==> src/rtl/gbpc_pkg.sv <==
// Shared types and constants for the grid broad-phase collision unit.
`default_nettype none

package gbpc_pkg;

    localparam int CMD_W      = 2;
    localparam int OBJ_PORT_W = 3;
    localparam int STATUS_W   = 2;
    localparam int CFG_IDX_W  = 3;
    localparam int CFG_DATA_W = 24;
    localparam int ORIGIN_W   = 16;
    localparam int SCALE_W    = 24;
    localparam int DIV_REG_W  = 4;
    localparam int FRAC_BITS  = 16;

    localparam logic [CMD_W-1:0] CMD_CLEAR = 2'd0;
    localparam logic [CMD_W-1:0] CMD_ADD   = 2'd1;
    localparam logic [CMD_W-1:0] CMD_SOLVE = 2'd2;
    localparam logic [CMD_W-1:0] CMD_NONE  = 2'd3;

    localparam logic [STATUS_W-1:0] STATUS_OK         = 2'd0;
    localparam logic [STATUS_W-1:0] STATUS_STORE_FULL = 2'd1;
    localparam logic [STATUS_W-1:0] STATUS_CELL_FULL  = 2'd2;

    localparam logic [CFG_IDX_W-1:0] REG_ORIGIN_X  = 3'd0;
    localparam logic [CFG_IDX_W-1:0] REG_ORIGIN_Y  = 3'd1;
    localparam logic [CFG_IDX_W-1:0] REG_SCALE_X   = 3'd2;
    localparam logic [CFG_IDX_W-1:0] REG_SCALE_Y   = 3'd3;
    localparam logic [CFG_IDX_W-1:0] REG_DIVISIONS = 3'd4;

    typedef struct packed {
        logic take;
        logic clear_all;
        logic set_full;
        logic store_box;
        logic mul;
        logic clamp;
        logic cell_init;
        logic fill_rd;
        logic fill_upd;
        logic solve_init;
        logic sfill_rd;
        logic pair_init;
        logic mem_rd;
        logic box_rd;
        logic test;
        logic cell_next;
        logic scan_init;
        logic scan_step;
        logic emit_simple;
        logic emit_final;
    } ctrl_cmd_t;

    typedef struct packed {
        logic [CMD_W-1:0] cmd;
        logic store_full;
        logic map_last;
        logic span_empty;
        logic span_last;
        logic fill_ge2;
        logic pair_last;
        logic cell_last;
        logic scan_last;
        logic scan_hold;
        logic out_free;
    } dp_stat_t;

endpackage

`default_nettype wire

==> src/rtl/gbpc_ctrl.sv <==
// Controller state machine that sequences clear, add and solve transactions.
`default_nettype none

module gbpc_ctrl
(
    input  wire logic                 clk,
    input  wire logic                 rst_n,
    input  wire logic                 in_valid,
    output logic                      in_ready,
    input  wire gbpc_pkg::dp_stat_t   stat,
    output gbpc_pkg::ctrl_cmd_t       cmd
);

    typedef enum logic [15:0] {
        S_IDLE   = 16'h0001,
        S_DECODE = 16'h0002,
        S_MUL    = 16'h0004,
        S_CLAMP  = 16'h0008,
        S_CINIT  = 16'h0010,
        S_FRD    = 16'h0020,
        S_FUPD   = 16'h0040,
        S_RESP   = 16'h0080,
        S_SFILL  = 16'h0100,
        S_SCHK   = 16'h0200,
        S_MRD    = 16'h0400,
        S_BRD    = 16'h0800,
        S_TEST   = 16'h1000,
        S_SINIT  = 16'h2000,
        S_SCAN   = 16'h4000,
        S_SEND   = 16'h8000
    } state_t;

    state_t state_reg;
    state_t state_next;

    assign in_ready = (state_reg == S_IDLE);

    always_comb
    begin
        state_next = state_reg;
        cmd        = '0;
        case (state_reg)
            S_IDLE:
            begin
                if (in_valid)
                begin
                    cmd.take   = 1'b1;
                    state_next = S_DECODE;
                end
            end
            S_DECODE:
            begin
                case (stat.cmd)
                    gbpc_pkg::CMD_CLEAR:
                    begin
                        cmd.clear_all = 1'b1;
                        state_next    = S_RESP;
                    end
                    gbpc_pkg::CMD_ADD:
                    begin
                        if (stat.store_full)
                        begin
                            cmd.set_full = 1'b1;
                            state_next   = S_RESP;
                        end
                        else
                        begin
                            cmd.store_box = 1'b1;
                            state_next    = S_MUL;
                        end
                    end
                    gbpc_pkg::CMD_SOLVE:
                    begin
                        cmd.solve_init = 1'b1;
                        state_next     = S_SFILL;
                    end
                    default:
                    begin
                        state_next = S_RESP;
                    end
                endcase
            end
            S_MUL:
            begin
                cmd.mul    = 1'b1;
                state_next = S_CLAMP;
            end
            S_CLAMP:
            begin
                cmd.clamp  = 1'b1;
                state_next = stat.map_last ? S_CINIT : S_MUL;
            end
            S_CINIT:
            begin
                cmd.cell_init = 1'b1;
                state_next    = stat.span_empty ? S_RESP : S_FRD;
            end
            S_FRD:
            begin
                cmd.fill_rd = 1'b1;
                state_next  = S_FUPD;
            end
            S_FUPD:
            begin
                cmd.fill_upd = 1'b1;
                state_next   = stat.span_last ? S_RESP : S_FRD;
            end
            S_RESP:
            begin
                if (stat.out_free)
                begin
                    cmd.emit_simple = 1'b1;
                    state_next      = S_IDLE;
                end
            end
            S_SFILL:
            begin
                cmd.sfill_rd = 1'b1;
                state_next   = S_SCHK;
            end
            S_SCHK:
            begin
                if (stat.fill_ge2)
                begin
                    cmd.pair_init = 1'b1;
                    state_next    = S_MRD;
                end
                else
                begin
                    cmd.cell_next = 1'b1;
                    state_next    = stat.cell_last ? S_SINIT : S_SFILL;
                end
            end
            S_MRD:
            begin
                cmd.mem_rd = 1'b1;
                state_next = S_BRD;
            end
            S_BRD:
            begin
                cmd.box_rd = 1'b1;
                state_next = S_TEST;
            end
            S_TEST:
            begin
                cmd.test = 1'b1;
                if (stat.pair_last)
                begin
                    cmd.cell_next = 1'b1;
                    state_next    = stat.cell_last ? S_SINIT : S_SFILL;
                end
                else
                begin
                    state_next = S_MRD;
                end
            end
            S_SINIT:
            begin
                cmd.scan_init = 1'b1;
                state_next    = S_SCAN;
            end
            S_SCAN:
            begin
                if (!stat.scan_hold)
                begin
                    cmd.scan_step = 1'b1;
                    if (stat.scan_last)
                    begin
                        state_next = S_SEND;
                    end
                end
            end
            S_SEND:
            begin
                if (stat.out_free)
                begin
                    cmd.emit_final = 1'b1;
                    state_next     = S_IDLE;
                end
            end
            default:
            begin
                state_next = S_IDLE;
            end
        endcase
    end

    always_ff @(posedge clk or negedge rst_n)
    begin
        if (!rst_n)
        begin
            state_reg <= S_IDLE;
        end
        else
        begin
            state_reg <= state_next;
        end
    end

endmodule

`default_nettype wire

==> config.mk <==
export PLATFORM = sky130hd
export DESIGN_NAME = gbpc_ctrl
export DESIGN_NICKNAME = d
export VERILOG_FILES = /design/src/rtl/gbpc_pkg.sv /design/src/rtl/gbpc_ctrl.sv
export SDC_FILE = /design/constraint.sdc
export NUM_CORES = 1
export LEC_CHECK = 0
export ABC_CLOCK_PERIOD_IN_PS = 2100
export BUFFER_PORTS_ARGS = -buffer_cell sky130_fd_sc_hd__buf_2
export CAP_MARGIN = 0
export CORE_UTILIZATION = 45
export DETAILED_ROUTE_END_ITERATION = 7
export HOLD_SLACK_MARGIN = 0.05
export PLACE_DENSITY_LB_ADDON = 0.2
export SETUP_SLACK_MARGIN = 0.15
export SLEW_MARGIN = 20
export SYNTH_ARGS = -nofsm -noshare
export SYNTH_HDL_FRONTEND = slang
export SYNTH_SLANG_ARGS = --single-unit
==> constraint.sdc <==
create_clock -name clk -period 2.1 [get_ports clk]
set_input_delay 0.105 -clock clk [delete_from_list [all_inputs] [get_ports clk]]
set_output_delay 0.105 -clock clk [all_outputs]
set_load 0.05 [all_outputs]
==> parameters.txt, run 1 <==
Parameter                              Value

Floorplan
  Die width    52.7 um
  Initial cell density of the core    49.8%
  Top-Level Pins    36
  Row count    17
  Die height    52.7 um

Place
  I/O Buffers    35
  Cell count after placement    221
  Placer's final routability congestion estimate    0.877
  HPWL reported at the end of detailed placement    2.79 mm
  Placed inst area    1730 um^2

Synth
  Fraction of synthesis flops using an asynchronous set or reset pin    100%
  Seq cells post-synth    16
  EDFF count, synth    0
  Post-Synthesis Cell Area    1150 um^2
  Yosys warning count    0
  Synthesized net count    151
  Leading register cell type out of synthesis    sky130_fd_sc_hd__dfrtp_1
  Gate count after technology mapping    136
  Mapped Avg Cell Area    8.49 um^2
  Synth unique cells    39
  Post-synthesis sequential area ratio    34.8%

Run status
  Failed at    global routing (5_1_grt)
  Outcome    aborted with a tool error
  Stop err    [ERROR DPL-0038] Utilization greater than 100%, impossible to legalize

Global route
  Maximum number of pins on one net before global-route repair    17

Clock network
  Number of buffers between clock root and the deepest sink    2
  Num CTS Buffers    3
  Cell at the root of the clock tree    sky130_fd_sc_hd__clkbuf_4
  Clk sink count    16
  H-tree levels    1

STA
  Type of the worst endpoint after the last repair    top-level output
  Worst setup endpoint after the global-route repair_timing    cmd[15]
-- synth_stat cells, drive strengths merged (3+ instances only) --
master / number / area share [%]
or4: 6 / 4.6
and3: 7 / 3.8
nor4: 7 / 3.8
nand2: 4 / 1.3
clkbuf: 6 / 2.0
nor2: 13 / 4.2
nand4: 3 / 1.6
o21ai: 4 / 1.7
inv: 8 / 2.6
and2: 3 / 1.6
nor2b: 4 / 2.2
nand3: 3 / 1.3
dfrtp: 15 / 33
buf: 3 / 2.4
nand2b: 4 / 2.2
nor3b: 4 / 2.6
xor2: 3 / 2.3
nor3: 9 / 3.9
a21o: 3 / 2.0
nor4b: 5 / 4.3
-- kinds of logic after synthesis --
kind of cell,share of synthesized area [%]
AND/OR/NAND/NOR,42.8
AO/OA/AOI/OAI,10.7
buffers and inverters,6.93
flip-flops,34.8
XOR/XNOR,3.79
multiplexers,0.975
-- what timing repair did --
| item | in CTS |
|---|---|
| pin swaps | 22 |
| setup buffers | 12 |
| hold buffers | 5 |
| resized for setup | 83 |
| setup endpoints to repair | 24 |
| endpoints found under the hold margin | 20 |
-- per-stage QoR --
stage	hold slack, ns	setup WS (ns)
CTS	0.0627	-0.210
detailed placement	0.0418	-0.0612
global placement	0.0412	-0.0124
floorplan	-0.191	-0.233
==> run 2: changes to the inputs <==
- ABC_CLOCK_PERIOD_IN_PS: 2100 -> 2730
- CORE_AREA: default -> 2 2 63 65
- CORE_UTILIZATION: 45 -> default
- DIE_AREA: default -> 0 0 65 67
- HOLD_SLACK_MARGIN: 0.05 -> default
- PLACE_DENSITY_LB_ADDON: 0.2 -> 0.15
- SETUP_SLACK_MARGIN: 0.15 -> default
- clock period: 2.1 -> 2.73 ns (I/O delays scaled with it)
==> run 2 against run 1 <==
Net effect: the run now ends clean; synthesized cell count unchanged; synthesized area unchanged.
==> parameters.txt, run 2 <==
Parameter                              Value

Run status
  Outcome    finished, final reports clean

Synth
  Commonest cells in the synthesized netlist    sky130_fd_sc_hd__dfrtp_1 (15), sky130_fd_sc_hd__nor2_1 (13), sky130_fd_sc_hd__nor3_1 (9)
  Synth unique cells    39 (unchanged)
  Share of the synthesized area in the top cell type    32.5% (unchanged)
  EDFF count, synth    0 (unchanged)
  Main area contributors after synthesis    sky130_fd_sc_hd__dfrtp_1 (33%), sky130_fd_sc_hd__nor2_1 (4.2%), sky130_fd_sc_hd__nor3_1 (3.9%)
  Post-Synthesis Cell Area    1150 um^2 (unchanged)
  Library cell with the highest instance count after synthesis    sky130_fd_sc_hd__dfrtp_1
  Post-synthesis sequential area ratio    34.8% (unchanged)
  Synthesized net count    151 (unchanged)
  Fraction of synthesis flops using an asynchronous set or reset pin    100% (unchanged)
  Mapped Avg Cell Area    8.49 um^2 (unchanged)
  Biggest area consumer among synthesized cells    sky130_fd_sc_hd__dfrtp_1
  Seq cells post-synth    16 (unchanged)
  Yosys warning count    0 (unchanged)
  Leading register cell type out of synthesis    sky130_fd_sc_hd__dfrtp_1
  Gate count after technology mapping    136 (unchanged)

Detailed routing
  Initial detailed-routing violation count    47
  TritonRoute pass-1 iters    4
  Drt total wl    3.11 mm
  Routed vias    1172
  Vias per Instance    5.33
  Routed WL per cell    14.1 um
  Routed Antenna Nets    0
  Detailed-route DRC error count    0

Finish
  Number of antenna cells inserted    0
  Most common cell after layout, fill and taps aside    sky130_fd_sc_hd__buf_2
  Max FFs per register    16
  Fraction of layout instances using a drive strength above 1    33.7%
  Share of the core filled with cells    40.9%
  Filler-free cell count of the finished design    220
  Final net count    188
  Area growth from synthesis to final layout    27.8%
  Most frequent cells in the layout    sky130_fd_sc_hd__buf_2 (34), sky130_fd_sc_hd__dfrtp_1 (15), sky130_fd_sc_hd__nor2_1 (11), sky130_fd_sc_hd__inv_1 (8)

Place
  HPWL reported at the end of detailed placement    2.36 mm (-16%)
  Cell count after placement    214 (-3.2%)
  I/O Buffers    35 (unchanged)
  Worst setup slack after placement    0.329 ns (+0.390 ns)
  Placer's final routability congestion estimate    0.816 (-6.9%)

STA
  Fmax achieved    0.394 GHz
  Slew at the pin closest to its max-slew limit    0.542 ns
  Final Hold Slack    0.0715 ns
  Max Clock Skew    0.00619 ns
  Final-report hold violation count    0
  Rel. slew slack    63.6%
  Post-layout minimum cycle time    2.54 ns
  Crit share post-route    93.0%
  Minimum setup slack in the final design    0.190 ns
  Final max-slew violation count    0
  Final setup violation count    0
  Unrepaired setup endpoints after global routing    false

Global route
  Via count of the first global-routing pass    1097
  Total overflow reported by the global router    0
  First-pass GRT wire length    5.31 mm
  Maximum number of pins on one net before global-route repair    17
  Aggregate global-route resource usage    16.1%
  Number of antenna violations at the first check in global routing    0

Floorplan
  Die width    65 um (+23%)
  Die height    67 um (+27%)
  Area of the core    3610 um^2
  Initial cell density of the core    32.0% (-18 points)
  Top-Level Pins    36 (unchanged)
  Row count    22 (+5)
  Die area    4360 um^2

Setup path
  Category of the most critical setup path    reg -> out
  Data required, critical path    2.59 ns
  Worst-path maximum fanout    6
  Element type at the critical path start    register
  Data arrival time of the critical path    2.40 ns
  Crit. End Element    primary output

Clock network
  Insertion delay to the later sink of the worst-skew pair    0.25 ns
  Num CTS Buffers    3 (unchanged)
  H-tree levels    1 (unchanged)
  Cell at the root of the clock tree    sky130_fd_sc_hd__clkbuf_8
  Number of buffers between clock root and the deepest sink    2 (unchanged)
  Clock-pin slew on the worst setup and hold paths    0.07 ns
  TritonCTS clock tree    yes
  Clk sink count    16 (unchanged)

Job
  Max-capacitance violation count    0

Hold path
  Class of the tightest hold or removal check    in -> reg

Pwr
  Overall Power    0.956 mW
  Leakage Power    0.754 nW
  Pwr per Cell Area    648 nW/um^2
  Max IR drop VDD    208 uV
-- run 2: cell counts after synthesis --
No cell type changed its count.
-- run 2: logic make-up after synthesis --
| group | after synthesis | share of synthesized area [%] |
|---|---|---|
| and+or+nand+nor | 79 | 42.8 |
| AOI/OAI and AO/OA | 18 | 10.7 |
| buffers and inverters | 17 | 6.93 |
| DFF | 16 | 34.8 |
| xor gates and xnor gates | 5 | 3.79 |
| muxes | 1 | 0.975 |
-- run 2: power breakdown --
group	internal, mW	total, mW	switching (mW)
Clock	0.104	0.190	0.0865
Combinational	0.164	0.473	0.309
Sequential	0.264	0.293	0.0291
-- run 2: metal layers --
layer | GRT usage, % | share of wire (%)
met5 | 0 | 0
met4 | 5.85 | 2.1
met3 | 3.21 | 6.9
met2 | 25.1 | 44
met1 | 21.8 | 47
-- run 2: stage by stage --
step                cell area (um^2)  setup TNS (ns)
detailed placement              1410               0
global route                    1480               0
global placement                1410               0
CTS                             1460               0
floorplan                       1190         -0.0236
finish                          1480               0
-- run 2: final timing paths --
path	endpoint	depth (start not counted)	startpoint	slack, ns
setup reg to reg	state_reg[0]	4	state_reg[12]	0.46
min in group asynchronous	state_reg[1]	2	rst_n	0.33
max in group asynchronous	state_reg[0]	2	rst_n	2.08
hold reg to reg	state_reg[3]	1	state_reg[3]	0.59
setup / recovery	cmd[4]	6	state_reg[3]	0.19
hold / removal	state_reg[5]	2	stat[7]	0.07
-- run 2: area by class of cell --
class / count / area, um^2
Clock buffer: 4 / 45.0
Fill cell: 367 / 2130
Sequential cell: 16 / 402
Timing Repair Buffer: 41 / 225
Inverter: 8 / 30.0
Multi-Input combinational cell: 103 / 714
Tap cell: 48 / 60.1
-- run 2: repair_timing --
item / 4_1_cts / 5_1_grt
buffers inserted: 0 / 1
endpoints found under the setup margin: 0 / 5
hold endpoints to repair: 15 / 0
resized for setup: 0 / 3
hold buffers: 1 / 0
-- run 2: critical path, cell delays in order, from the launching register on --
cell and delay (ns):
sky130_fd_sc_hd__dfrtp_1 0.46, sky130_fd_sc_hd__or4_4 0.58, sky130_fd_sc_hd__or4_1 0.45, sky130_fd_sc_hd__nor2_2 0.20, sky130_fd_sc_hd__a32oi_1 0.12, sky130_fd_sc_hd__inv_1 0.08
sky130_fd_sc_hd__buf_2 0.25
Power figures use the tool's default switching activity.
==> run 3: changes to the inputs <==
- HOLD_SLACK_MARGIN: default -> 0.15
==> run 3 against run 2 <==
Net effect: first-iteration DRC count shrank 30%; clock power is essentially flat; die area is the same; largest cell class unchanged; largest power group unchanged.
==> parameters.txt, run 3 (synthesis gave the netlist of run 2 again) <==
Parameter                              Value

Floorplan
  Die width    65 um (unchanged)
  Die area    4360 um^2 (unchanged)
  Row count    22 (unchanged)
  Top-Level Pins    36 (unchanged)
  Initial cell density of the core    32.0% (unchanged)
  Die height    67 um (unchanged)
  Area of the core    3610 um^2 (unchanged)

Detailed routing
  Routed WL per cell    14.1 um (-0.33%)
  Routed vias    1192 (+1.7%)
  Detailed-route DRC error count    0 (unchanged)
  Initial detailed-routing violation count    33 (-30%)
  Drt total wl    3.17 mm (+1.9%)
  Routed Antenna Nets    0 (unchanged)
  TritonRoute pass-1 iters    4 (unchanged)
  Vias per Instance    5.30 (-0.55%)

Finish
  Number of antenna cells inserted    0 (unchanged)
  Share of the core filled with cells    42.3% (+1.4 points)
  Filler-free cell count of the finished design    225 (+2.3%)
  Final net count    193 (+2.7%)
  Area growth from synthesis to final layout    32.2%
  Fraction of layout instances using a drive strength above 1    32.8% (-0.95 points)
  Fillers    361 (-1.6%)
  Most frequent cells in the layout    sky130_fd_sc_hd__buf_2 (34), sky130_fd_sc_hd__dfrtp_1 (15), sky130_fd_sc_hd__nor2_1 (11), sky130_fd_sc_hd__inv_1 (8)
  Max FFs per register    16 (unchanged)
  Most common cell after layout, fill and taps aside    sky130_fd_sc_hd__buf_2

Hold path
  Count of cells along the worst hold path    3 (+1)
  Class of the tightest hold or removal check    in -> reg

STA
  Max Clock Skew    0.00806 ns (+0.00187 ns)
  Slew at the pin closest to its max-slew limit    0.538 ns (-0.00430 ns)
  Final-report hold violation count    0 (unchanged)
  Unrepaired setup endpoints after global routing    false
  Fmax achieved    0.384 GHz (-2.4%)
  Final setup violation count    0 (unchanged)
  Post-layout minimum cycle time    2.60 ns (+0.0634 ns)
  Final max-slew violation count    0 (unchanged)
  Rel. slew slack    63.9% (+0.29 points)
  Crit share post-route    95.4% (+2.3 points)

Setup path
  Data required, critical path    2.92 ns (+0.33 ns)
  Start point of the critical path    state_reg[8]
  Worst-path maximum fanout    8 (+2)
  Data arrival time of the critical path    2.79 ns (+0.39 ns)
  Crit. End Element    register
  Depth of the worst register-to-register path    6 (+2)
  Worst R2R End    state_reg[5]
  Element type at the critical path start    register
  End of the critical path    state_reg[5]
  Critical register-to-register path startpoint    state_reg[8]
  Category of the most critical setup path    reg -> reg
  Minimum setup slack among reg-to-reg paths    0.13 ns (-0.33 ns)

Global route
  Maximum number of pins on one net before global-route repair    17 (unchanged)
  First-pass GRT wire length    5.40 mm (+1.7%)
  Total overflow reported by the global router    0 (unchanged)
  Aggregate global-route resource usage    16.3% (+0.25 points)
  Number of antenna violations at the first check in global routing    0 (unchanged)
  Via count of the first global-routing pass    1136 (+3.6%)

Clock network
  Number of buffers between clock root and the deepest sink    2 (unchanged)
  H-tree levels    1 (unchanged)
  Num CTS Buffers    3 (unchanged)
  Clk sink count    16 (unchanged)
  Clock-pin slew on the worst setup and hold paths    0.07 ns (about the same)
  Insertion delay to the later sink of the worst-skew pair    0.26 ns (about the same)
  Cell at the root of the clock tree    sky130_fd_sc_hd__clkbuf_8
  TritonCTS clock tree    yes

Pwr
  Pwr per Cell Area    631 nW/um^2 (-2.6%)
  Max IR drop VDD    208 uV (about the same)
  Overall Power    0.964 mW (+0.74%)
  Leakage Power    0.777 nW (+3.1%)

Run status
  Outcome    finished, final reports clean

Place
  HPWL reported at the end of detailed placement    2.36 mm (unchanged)
  Cell count after placement    214 (unchanged)
  Placer's final routability congestion estimate    0.816 (unchanged)
  I/O Buffers    35 (unchanged)

Job
  Max-capacitance violation count    0 (unchanged)
## run 3: changes by cell type in the layout (fill, tap and decap cells not counted), sizes merged
cell	delta
dlygate4sd3	+5
## run 3: metrics by stage
| step | worst slack [ns] | area [um^2] | hold WS [ns] | TNS, ns |
|---|---|---|---|---|
| 6_report | 0.127 | 1530 | 0.156 | 0 |
| 5_1_grt | 0.0370 | 1530 | 0.181 | 0 |
| 2_1_floorplan | -0.0236 | 1190 | -0.159 | -0.0236 |
| 3_5_place_dp | 0.329 | 1410 | 0.0826 | 0 |
| 3_3_place_gp | 0.399 | 1410 | 0.0796 | 0 |
| 4_1_cts | 0.0501 | 1510 | 0.163 | 0 |
## run 3: what timing repair did
item                                    in CTS  in global routing
endpoints found under the hold margin       22                  0
gates resized for setup                      0                  3
endpoints found under the setup margin       0                  5
hold buffers                                 6                  0
setup buffers                                0                  1
## run 3: area by class of cell
class | instances | area [um^2] | area share [%]
Clock buffer | 4 | 45.0 | 2.95
Multi-Input combinational cell | 103 | 714 | 46.8
Timing Repair Buffer | 46 | 275 | 18.0
Inverter | 8 | 30.0 | 1.97
Tap cell | 48 | 60.1 | 3.93
Sequential cell | 16 | 402 | 26.3
## run 3: where the power goes
| part | switching, mW | total, mW | internal, mW | leakage (nW) |
|---|---|---|---|---|
| clock | 0.0885 | 0.192 | 0.104 | 0.0228 |
| sequential | 0.0289 | 0.293 | 0.264 | 0.219 |
| combinational | 0.310 | 0.478 | 0.168 | 0.536 |
## run 3: worst max-delay path, stage by stage (launching register included)
cell and delay [ns]:
sky130_fd_sc_hd__dfrtp_1 0.48, sky130_fd_sc_hd__or4_4 0.58, sky130_fd_sc_hd__or3_4 0.36, sky130_fd_sc_hd__nor4b_2 0.35
sky130_fd_sc_hd__inv_1 0.07, sky130_fd_sc_hd__o22ai_1 0.13, sky130_fd_sc_hd__dlygate4sd3_1 0.56
## run 3: worst min-delay path by stage
| stage | from | end | slack (ns) |
|---|---|---|---|
| floorplan | rst_n | state_reg[10] | -0.16 |
| global route | stat[4] | state_reg[10] | 0.18 |
| global placement | rst_n | state_reg[15] | 0.08 |
| finish | stat[4] | state_reg[10] | 0.16 |
| detailed placement | rst_n | state_reg[15] | 0.08 |
| CTS | stat[4] | state_reg[10] | 0.16 |
## run 3: layer usage
layer  up-vias  GRT usage [%]  part of all wire (%)
met5         -              0                     0
met4         0           5.85                   1.2
met3         5           3.21                   6.2
met2        45           26.2                    46
met1       554           21.7                    47
li1        588              -                     -
